`src/rtl/decl_pkg.sv`:
```
// Shared constants, codes and types of the deduplicating error code log.
package decl_pkg;

    localparam int LOG_DEPTH = 16;
    localparam int ADDR_W    = (LOG_DEPTH > 1) ? $clog2(LOG_DEPTH) : 1;
    localparam int COUNT_W   = $clog2(LOG_DEPTH + 1);

    localparam int FUNC_W        = 2;
    localparam int CODE_W        = 8;
    localparam int STATUS_W      = 3;
    localparam int ENTRY_INDEX_W = 6;
    localparam int ENTRY_COUNT_W = 7;
    localparam int OUT_DATA_W    = 24;

    typedef logic [ADDR_W-1:0]   t_addr;
    typedef logic [COUNT_W-1:0]  t_count;
    typedef logic [CODE_W-1:0]   t_code;
    typedef logic [FUNC_W-1:0]   t_func;
    typedef logic [STATUS_W-1:0] t_status;

    localparam t_func FUNC_LOG   = 2'd0;
    localparam t_func FUNC_READ  = 2'd1;
    localparam t_func FUNC_CLEAR = 2'd2;

    localparam t_status STAT_STORED  = 3'd0;
    localparam t_status STAT_DUP     = 3'd1;
    localparam t_status STAT_FULL    = 3'd2;
    localparam t_status STAT_CLEARED = 3'd3;
    localparam t_status STAT_ENTRY   = 3'd4;
    localparam t_status STAT_EMPTY   = 3'd5;

endpackage

```
`src/rtl/decl_store.sv`:
```
// Code storage: one write port and one read port with a registered read.
module decl_store (
    input  logic           i_clk,
    input  logic           i_wr_en,
    input  decl_pkg::t_addr i_wr_addr,
    input  decl_pkg::t_code i_wr_data,
    input  logic           i_rd_en,
    input  decl_pkg::t_addr i_rd_addr,
    output decl_pkg::t_code o_rd_data
);

    decl_pkg::t_code r_mem [decl_pkg::LOG_DEPTH];
    decl_pkg::t_code r_rd_data;

    always_ff @(posedge i_clk) begin
        if (i_wr_en) begin
            r_mem[i_wr_addr] <= i_wr_data;
        end
    end

    // The read data holds while no read is issued, so a stalled consumer keeps it.
    always_ff @(posedge i_clk) begin
        if (i_rd_en) begin
            r_rd_data <= r_mem[i_rd_addr];
        end
    end

    assign o_rd_data = r_rd_data;

endmodule

```
`src/rtl/dedup_error_code_log_core.sv`:
```
// Top level of the deduplicating error code log.
//
// The slave stream carries one command per beat: tuser holds the operation
// (log, read all, clear) and tdata the error code to log. The master stream
// returns result beats: tuser holds the status, tdata the entry index, code
// and count, and tlast marks the final beat of a command.
// A command is taken only while the block is idle. It is then decoded;
// clear, read of an empty log, a log into a full log and a log into
// an empty log then answer from decode. A log otherwise scans the stored codes
// through the single read port of the code memory, one entry per cycle.
// A read issues one memory read per cycle and returns one beat per cycle
// from the registered read data.
// A finished beat sits in an output register; while the receiver stalls, a
// read holds its place, a scan stops at its result; nothing is lost or repeated.
// Reset empties the log at once; the memory itself needs no clearing, since
// only entries below the count are ever read.
module dedup_error_code_log_core (
    input  logic        i_clk,
    input  logic        i_rst_n,
    input  logic        i_s_axis_tvalid,
    output logic        o_s_axis_tready,
    input  logic [7:0]  i_s_axis_tdata,   // [7:0] error_code
    input  logic [1:0]  i_s_axis_tuser,   // [1:0] func
    output logic        o_m_axis_tvalid,
    input  logic        i_m_axis_tready,
    output logic [23:0] o_m_axis_tdata,   // [5:0] entry_index, [13:6] entry_code,
                                          // [20:14] entry_count, [23:21] zero
    output logic [2:0]  o_m_axis_tuser,   // [2:0] status
    output logic        o_m_axis_tlast
);

    localparam logic [1:0] ST_IDLE   = 2'd0;
    localparam logic [1:0] ST_DECIDE = 2'd1;
    localparam logic [1:0] ST_SEARCH = 2'd2;
    localparam logic [1:0] ST_READ   = 2'd3;

    logic [1:0]          r_state, n_state;
    decl_pkg::t_count    r_count, n_count;
    decl_pkg::t_func     r_func;
    decl_pkg::t_code     r_code;
    decl_pkg::t_addr     r_issue, n_issue;
    logic                r_pend, n_pend;
    decl_pkg::t_addr     r_pend_idx, n_pend_idx;

    logic                r_out_valid, n_out_valid;
    decl_pkg::t_status   r_out_status, n_out_status;
    logic [decl_pkg::ENTRY_INDEX_W-1:0] r_out_index, n_out_index;
    decl_pkg::t_code     r_out_code, n_out_code;
    logic [decl_pkg::ENTRY_COUNT_W-1:0] r_out_count, n_out_count;
    logic                r_out_last, n_out_last;

    logic                wr_en;
    decl_pkg::t_addr     wr_addr;
    logic                rd_en;
    decl_pkg::t_code     rd_data;
    logic                out_free;
    logic                in_fire;
    logic                pend_last;
    decl_pkg::t_count    count_inc;

    decl_store u_store (
        .i_clk     (i_clk),
        .i_wr_en   (wr_en),
        .i_wr_addr (wr_addr),
        .i_wr_data (r_code),
        .i_rd_en   (rd_en),
        .i_rd_addr (r_issue),
        .o_rd_data (rd_data)
    );

    assign o_s_axis_tready = (r_state == ST_IDLE);
    assign in_fire   = i_s_axis_tvalid && o_s_axis_tready;
    assign out_free  = !r_out_valid || i_m_axis_tready;
    assign pend_last = ((decl_pkg::COUNT_W'(r_pend_idx) + 1'b1) == r_count);
    assign count_inc = r_count + 1'b1;
    assign wr_addr   = r_count[decl_pkg::ADDR_W-1:0];

    always_comb begin
        n_state      = r_state;
        n_count      = r_count;
        n_issue      = r_issue;
        n_pend       = r_pend;
        n_pend_idx   = r_pend_idx;
        n_out_valid  = r_out_valid && !i_m_axis_tready;
        n_out_status = r_out_status;
        n_out_index  = r_out_index;
        n_out_code   = r_out_code;
        n_out_count  = r_out_count;
        n_out_last   = r_out_last;
        wr_en        = 1'b0;
        rd_en        = 1'b0;

        case (r_state)
            ST_IDLE: begin
                if (in_fire) begin
                    n_state = ST_DECIDE;
                end
            end

            ST_DECIDE: begin
                if (out_free) begin
                    n_issue = '0;
                    n_pend  = 1'b0;
                    n_state = ST_IDLE;
                    case (r_func)
                        decl_pkg::FUNC_LOG: begin
                            if (r_count == decl_pkg::COUNT_W'(decl_pkg::LOG_DEPTH)) begin
                                n_out_valid  = 1'b1;
                                n_out_status = decl_pkg::STAT_FULL;
                                n_out_index  = '0;
                                n_out_code   = r_code;
                                n_out_count  = decl_pkg::ENTRY_COUNT_W'(r_count);
                                n_out_last   = 1'b1;
                            end else if (r_count == '0) begin
                                wr_en        = 1'b1;
                                n_count      = count_inc;
                                n_out_valid  = 1'b1;
                                n_out_status = decl_pkg::STAT_STORED;
                                n_out_index  = '0;
                                n_out_code   = r_code;
                                n_out_count  = decl_pkg::ENTRY_COUNT_W'(count_inc);
                                n_out_last   = 1'b1;
                            end else begin
                                n_state = ST_SEARCH;
                            end
                        end
                        decl_pkg::FUNC_READ: begin
                            if (r_count == '0) begin
                                n_out_valid  = 1'b1;
                                n_out_status = decl_pkg::STAT_EMPTY;
                                n_out_index  = '0;
                                n_out_code   = '0;
                                n_out_count  = '0;
                                n_out_last   = 1'b1;
                            end else begin
                                n_state = ST_READ;
                            end
                        end
                        decl_pkg::FUNC_CLEAR: begin
                            n_count      = '0;
                            n_out_valid  = 1'b1;
                            n_out_status = decl_pkg::STAT_CLEARED;
                            n_out_index  = '0;
                            n_out_code   = '0;
                            n_out_count  = '0;
                            n_out_last   = 1'b1;
                        end
                        default: begin
                            n_state = ST_IDLE;
                        end
                    endcase
                end
            end

            ST_SEARCH: begin
                // Compare the data of the last issued read with the code.
                if (r_pend && (rd_data == r_code)) begin
                    if (out_free) begin
                        n_out_valid  = 1'b1;
                        n_out_status = decl_pkg::STAT_DUP;
                        n_out_index  = decl_pkg::ENTRY_INDEX_W'(r_pend_idx);
                        n_out_code   = r_code;
                        n_out_count  = decl_pkg::ENTRY_COUNT_W'(r_count);
                        n_out_last   = 1'b1;
                        n_pend       = 1'b0;
                        n_state      = ST_IDLE;
                    end
                end else if (r_pend && pend_last) begin
                    if (out_free) begin
                        wr_en        = 1'b1;
                        n_count      = count_inc;
                        n_out_valid  = 1'b1;
                        n_out_status = decl_pkg::STAT_STORED;
                        n_out_index  = decl_pkg::ENTRY_INDEX_W'(r_count);
                        n_out_code   = r_code;
                        n_out_count  = decl_pkg::ENTRY_COUNT_W'(count_inc);
                        n_out_last   = 1'b1;
                        n_pend       = 1'b0;
                        n_state      = ST_IDLE;
                    end
                end else begin
                    rd_en      = 1'b1;
                    n_pend     = 1'b1;
                    n_pend_idx = r_issue;
                    n_issue    = r_issue + 1'b1;
                end
            end

            ST_READ: begin
                if (r_pend) begin
                    if (out_free) begin
                        n_out_valid  = 1'b1;
                        n_out_status = decl_pkg::STAT_ENTRY;
                        n_out_index  = decl_pkg::ENTRY_INDEX_W'(r_pend_idx);
                        n_out_code   = rd_data;
                        n_out_count  = decl_pkg::ENTRY_COUNT_W'(r_count);
                        n_out_last   = pend_last;
                        if (pend_last) begin
                            n_pend  = 1'b0;
                            n_state = ST_IDLE;
                        end else begin
                            rd_en      = 1'b1;
                            n_pend_idx = r_issue;
                            n_issue    = r_issue + 1'b1;
                        end
                    end
                end else begin
                    rd_en      = 1'b1;
                    n_pend     = 1'b1;
                    n_pend_idx = r_issue;
                    n_issue    = r_issue + 1'b1;
                end
            end

            default: begin
                n_state = ST_IDLE;
            end
        endcase
    end

    always_ff @(posedge i_clk) begin
        if (!i_rst_n) begin
            r_state     <= ST_IDLE;
            r_count     <= '0;
            r_pend      <= 1'b0;
            r_out_valid <= 1'b0;
        end else begin
            r_state     <= n_state;
            r_count     <= n_count;
            r_pend      <= n_pend;
            r_out_valid <= n_out_valid;
        end
    end

    always_ff @(posedge i_clk) begin
        if (in_fire) begin
            r_func <= i_s_axis_tuser;
            r_code <= i_s_axis_tdata;
        end
        r_issue      <= n_issue;
        r_pend_idx   <= n_pend_idx;
        r_out_status <= n_out_status;
        r_out_index  <= n_out_index;
        r_out_code   <= n_out_code;
        r_out_count  <= n_out_count;
        r_out_last   <= n_out_last;
    end

    assign o_m_axis_tvalid = r_out_valid;
    assign o_m_axis_tuser  = r_out_status;
    assign o_m_axis_tlast  = r_out_last;
    assign o_m_axis_tdata  = {3'b000, r_out_count, r_out_code, r_out_index};

endmodule

```
`config.mk`:
```
export PLATFORM = sky130hd
export DESIGN_NAME = dedup_error_code_log_core
export DESIGN_NICKNAME = d
export VERILOG_FILES = /design/src/rtl/decl_pkg.sv /design/src/rtl/decl_store.sv /design/src/rtl/dedup_error_code_log_core.sv
export SDC_FILE = /design/constraint.sdc
export NUM_CORES = 1
export LEC_CHECK = 0
export BUFFER_PORTS_ARGS = -buffer_cell sky130_fd_sc_hd__buf_2
export CAP_MARGIN = 0
export CELL_PAD_IN_SITES_DETAIL_PLACEMENT = 1
export CELL_PAD_IN_SITES_GLOBAL_PLACEMENT = 1
export CORE_MARGIN = 5
export CORE_UTILIZATION = 50
export DETAILED_ROUTE_END_ITERATION = 8
export GPL_TIMING_DRIVEN = 0
export HOLD_SLACK_MARGIN = 0.02
export PLACE_DENSITY = 0.84
export SETUP_SLACK_MARGIN = 0.5
export SLEW_MARGIN = 20
export SYNTH_ARGS = -nofsm -noshare
export SYNTH_HDL_FRONTEND = slang
export SYNTH_HIERARCHICAL = 1
export SYNTH_SLANG_ARGS = --single-unit
```
`constraint.sdc`:
```
create_clock -name i_clk -period 5.71 [get_ports i_clk]
set_input_delay 1.142 -clock i_clk [delete_from_list [all_inputs] [get_ports i_clk]]
set_output_delay 1.142 -clock i_clk [all_outputs]
set_load 0.01 [all_outputs]
```
==> Yosys cells after proc, flatten, opt, wreduce, memory -nomap -nowiden <==
Memories as Yosys holds them, arrays and structs flattened. A register that Yosys moved wholly into a read port is not among the register bits.
Index checks and enable logic that the tools add are counted.
{ "word_totals": {"inputBits": 14, "mem_bits_rw": 128, "ff_bits": 52, "n_memories": 1} }
{ "op_classes": {"mux": 119, "n_addsub": 3, "n_eq_ne": 29, "reduce_logical": 22} }
{ "memory_table": {"columns": ["memory", "depth", "width", "rd", "rd_clocked_by_memory_dff", "write_ports", "line_no", "text"], "rows": [
  ["u_store.r_mem", 16, 8, 1, 1, 1, "decl_store.sv:12", "decl_pkg::t_code r_mem [decl_pkg::LOG_DEPTH];"]
]} }
{ "op_table": {"columns": ["op", "n"], "rows": [
  ["$mux W8", 9],
  ["$mux W7", 9],
  ["$mux W6", 8],
  ["$pmux W8 S3", 2],
  ["$mux W4", 11],
  ["$pmux W7 S3", 2],
  ["$pmux W6 S3", 2],
  ["$mux W1", 34],
  ["$mux W3", 10],
  ["$mux W5", 6],
  ["$ne A3 B3 Y1 const B", 9],
  ["$reduce_and A6 Y1", 4],
  ["$reduce_and A8 Y1", 3],
  ["$mux W2", 11],
  ["$pmux W5 S2", 2],
  ["$pmux W3 S3", 2],
  ["$ne A2 B2 Y1 const B", 8],
  ["$pmux W1 S3", 5],
  ["$pmux W4 S3", 1],
  ["$reduce_and A10 Y1", 1],
  ["$eq A8 B8 Y1", 1],
  ["$pmux W2 S4", 1],
  ["$pmux W4 S2", 1],
  ["$eq A2 B2 Y1 const B", 3],
  ["other kinds (20)", 28]
]} }

==> Logic depth before layout (Yosys ltp) <==
{ "depth": {"ltp_word": 8, "depth_mapped": 9} }

==> Hierarchy <==
Netlist, hierarchy kept.
{ "modules_own_cells": {"columns": ["module", "cells_per_inst", "instances", "area_each_um2"], "rows": [
  ["decl_store", 229, 1, 5227.5],
  ["dedup_error_code_log_core", 299, 1, 3111.7]
]} }

==> Worst setup path after synthesis <==
Ideal clock, no wire load.
{ "synth_path": {"path_type": "input -> register", "start": "in i_m_axis_tready", "end": "mem u_store/r_mem[0][0] (netlist name) (enable)", "path_buffers": 2, "t_arrival_ns": 3.095, "required_time_ns": 5.327, "setup_ns": 0.383, "stages": 6, "slack_ns": 2.232, "path_cell_list": "nand2b_1 -> clkbuf_1 -> clkbuf_1 -> and3_1 -> or3b_2 -> nor3_1"} }
{ "synth_via": {"elab_chain_len": 7} }
{ "synth_lines": {"columns": ["item", "line_no", "text"], "rows": [
  ["start, declared", "dedup_error_code_log_core.sv:25", "input logic i_m_axis_tready,"],
  ["$logic_or A1 B1 Y1 (*)", "dedup_error_code_log_core.sv:73", "assign out_free = !r_out_valid || i_m_axis_tready;"],
  ["$mux W1", "dedup_error_code_log_core.sv:169", "if (out_free) begin"],
  ["$mux W1", "dedup_error_code_log_core.sv:168", "end else if (r_pend && pend_last) begin"],
  ["$mux W1", "dedup_error_code_log_core.sv:157", "if (r_pend && (rd_data == r_code)) begin"],
  ["$pmux W1 S2 (*)", "dedup_error_code_log_core.sv:93", "case (r_state)"],
  ["via wr_en", "dedup_error_code_log_core.sv:52", "logic wr_en;"],
  ["$mux W1 (*)", "decl_store.sv:16", "if (i_wr_en) begin"],
  ["$mux W1 (implied by the code) (*)", "decl_store.sv:17", "r_mem[i_wr_addr] <= i_wr_data;"],
  ["end, declared", "decl_store.sv:12", null]
]} }
Mark *: on every way through the listed nets, which the timed path passes. The rest lies on a longest branch.

==> Final worst setup path <==
{ "layout_path": {"start": "reg r_code[5]", "end": "mem u_store/r_mem[1][5] (netlist name) (enable)"} }
{ "layout_via": {"elab_chain_len": 6} }
{ "layout_lines": {"columns": ["item", "line_no", "text"], "rows": [
  ["start, declared", "dedup_error_code_log_core.sv:40", "decl_pkg::t_code r_code;"],
  ["start signal, assigned", "dedup_error_code_log_core.sv:238", "r_code <= i_s_axis_tdata;"],
  ["$eq A8 B8 Y1", "dedup_error_code_log_core.sv:157", null],
  ["$logic_and A1 B1 Y1", "dedup_error_code_log_core.sv:157", null],
  ["$mux W1", "dedup_error_code_log_core.sv:157", null],
  ["$pmux W1 S2", "dedup_error_code_log_core.sv:93", null],
  ["via wr_en", "dedup_error_code_log_core.sv:52", null],
  ["$mux W1", "decl_store.sv:16", null],
  ["$mux W1 (implied by the code)", "decl_store.sv:17", null]
]} }
The timed path passes the listed nets, and every way through them passes these cells.

==> results.md <==
* Outcome: finished clean
* FF-to-FF Start: r_code[5]
* Drt pass-1 iters at 5
* WP data arrival at 3.87 ns
* Total core area at 0.0165 mm²
* Synth cell count leaders: 179 x edfxtp_1, 33 x nor2_1, 30 x nand2_1
* Total CTS buffers at 17
* Final setup fails at 0
* First-pass GRT wire length at roughly 32 mm
* Sequential area share after synthesis at 0.666
* Post-synthesis async set-or-reset flop share at 0
* Cts hold-fix bufs at 0
* Avg Synthesized Cell Area at 15.8 µm²
* CTS max path bufs at 2
* Tmin final at 3.81 ns
* Sum Neg Setup Slack at 0 ns
* Worst-skew pair later-pin latency at 0.44 ns
* Detailed Place HPWL at 14.1 mm
* Maximum vdd drop at 0.000225 V
* Iteration-0 DRC Markers at 498
* Post-synthesis cell area at 0.00834 mm²
* PwrDens at 339 mW/mm²
* Detail Route Antenna Nets at 0
* Std-Cell Rows at between 40 and 50
* Max-Cap Viols at 0
* CP Launch Type: register
* Antenna Cells at 0
* DIE AREA at between 0.015 and 0.02 mm²
* Die Ht at 139 µm
* Vias post-DR at 5021
* Routed wire per std cell at around 25 µm
* Fillers at 1552
* Rel. slew slack at 0.372
* Yosys warning count at 6
* Max Transition Viols Final at 0
* CP max FO at 18
* Initial antenna violation count at 0
* Top Ports at 44
* Layout Cells excl Fill at 822
* Vias in the first global route at 5285
* WP data required at 5.77 ns
* Crit end category: register
* Worst-margin pin slew at 0.938 ns
* Placed Cells at 790
* Largest net degree at the start of global routing at 22
* DRC Markers at 0
* Synth top area share at 0.645
* Syn Inst Count at 528
* Top-count cell post-synth: edfxtp_1
* #FFs+latches synth at 188
* Fin. Hold Viols at 0
* Synth area leader: edfxtp_1
* Number of clock sinks at 188
* Fin crit share at 0.668
* Total track usage at 0.219
* Layout area overhead at 13.4%
* HP Class: register to register
* Worst Setup SP: r_code[5]
* Setup slack, reg-to-reg at between 1.5 and 2 ns
* Leak at 3.26 nW
* Vias/cell at 6.11
* Clock root buffer: clkbuf_16
* Worst setup path class: register to register
* Nets@finish at 615
* Initial core utilization at 0.506
* Hold_sp: r_state[0]
* Die W at 139 µm
* RSZ-0062 raised after global routing: no
* Post-CTS resize count at 0
* Max Freq at 262 MHz
* Hold path depth at 2
* Ratio of cells with drive above 1 in the final layout at 0.199
* Synth area leaders: edfxtp_1 64%, mux4_2 4.9%, mux4_1 4.4%
* Port buffer count at 40
* Routability cong. at 0.928
* Worst r2r path cells at 8
* CP Capture Point: u_store/r_mem[1][5]
* H-tree depth at 4
* Setup bufs post-CTS at 0
* Number of flops mapped to enable cells by yosys at 179
* CTS tree: built
* Synth cell types at between 50 and 60
* Critical R2R Capture: u_store/r_mem[1][5]
* Congestion Overflow GR at 0
* Final wirelength at 20.4 mm
* Setup Skew at 0.0102 ns
* Clock-pin slew on the worst setup and hold paths at 0.08 ns
* Synth Flop Type: edfxtp_1
## through the flow
stage               hold slack, ns  worst slack [ns]  power, mW  area [µm²]   util
CTS                          0.542              1.89       3.22        9460  0.574
detailed placement           0.531              1.61       2.03        8840  0.537
global route                 0.582              1.72       3.33        9460  0.574
global placement             0.509              1.34       2.01        8820  0.536
finish                       0.532              1.90       3.21        9460  0.574
floorplan                    0.481              2.23       1.89        8350      -
## cell type report
| class | instances | area [µm²] | area share |
|---|---|---|---|
| Sequential cell | 188 | 5560 | 0.587 |
| Multi-Input combinational cell | 301 | 2580 | 0.272 |
| Clock buffer | 17 | 425 | 0.0450 |
| Tap cell | 220 | 275 | 0.0291 |
| Timing Repair Buffer | 40 | 200 | 0.0212 |
| Buffer | 31 | 198 | 0.0209 |
| Clock inverter | 15 | 191 | 0.0202 |
| Inverter | 10 | 37.5 | 0.00397 |
## layer usage
layer | up-vias | routed length (µm) | global-route usage
met4 | 0 | 480 | 0.0865
met2 | 187 | 10300 | 0.360
met5 | - | 0 | 0
met3 | 36 | 1050 | 0.0431
li1 | 2197 | - | -
met1 | 2601 | 8590 | 0.290
## registers in the layout, summed over array words and instances, names as in the netlist, 2 cells and up
register and count:
o_m_axis_tuser 3, r_code 8, r_count 5, r_func 2, r_issue 4, r_out_code 8, r_out_count 7, r_out_index 6
r_pend_idx 4, r_state 2, u_store/o_rd_data 8, u_store/r_mem 128
## critical path, stage by stage, from the launching register on
cell      delay (ns)
edfxtp_1        0.86
xor2_1          0.25
nor4_2          0.10
nand3_1         0.29
nand2_1         0.26
o22ai_1         0.20
and3_1          0.29
or3b_2          0.52
nor2_1          0.65
## logic make-up after synthesis
family	synth area share
buffers and inverters	0.0282
flip-flops	0.666
multiplexers	0.102
AO/OA/AOI/OAI	0.0827
adder cells (fa/ha/maj)	0.0180
other	0.000450
AND/OR/NAND/NOR	0.0842
XOR/XNOR	0.0179
## how the worst min path moves through the flow
stage	slack, ns	to
after floorplan	0.48	r_state[0]
after global placement	0.51	r_state[0]
after detailed placement	0.53	r_state[0]
after CTS	0.54	r_state[0]
after global routing	0.58	r_state[0]
final	0.53	r_state[0]
## cell usage in the layout (no fill, tap or decap), types with 4 or more instances in the layout
cell | netlist | layout
a21oi_1 | 12 | 12
a221o_1 | 6 | 6
a22o_1 | 9 | 9
a22oi_1 | 18 | 18
and2_1 | 9 | 9
and3_1 | 7 | 7
buf_2 | 5 | 45
buf_4 | 5 | 5
buf_6 | 5 | 5
clkbuf_1 | 13 | 13
clkbuf_16 | 0 | 17
clkinv_8 | 0 | 5
dfxtp_1 | 9 | 9
edfxtp_1 | 179 | 179
ha_1 | 12 | 12
inv_1 | 10 | 10
inv_8 | 0 | 4
mux2i_1 | 7 | 7
mux4_1 | 14 | 14
mux4_2 | 18 | 18
nand2_1 | 30 | 30
nand2b_1 | 9 | 9
nand3_1 | 10 | 10
nand3b_1 | 4 | 4
nor2_1 | 33 | 33
nor2b_1 | 13 | 13
nor3_1 | 9 | 5
nor3_2 | 0 | 4
o21ai_0 | 15 | 15
o22ai_1 | 5 | 5
xnor2_1 | 7 | 7
xor2_1 | 10 | 10
## power breakdown
group / internal [mW] / switching (mW)
combinational: 0.152 / 0.214
clock: 0.601 / 0.598
sequential: 1.58 / 0.0607
(Power assumes the default switching activity.)
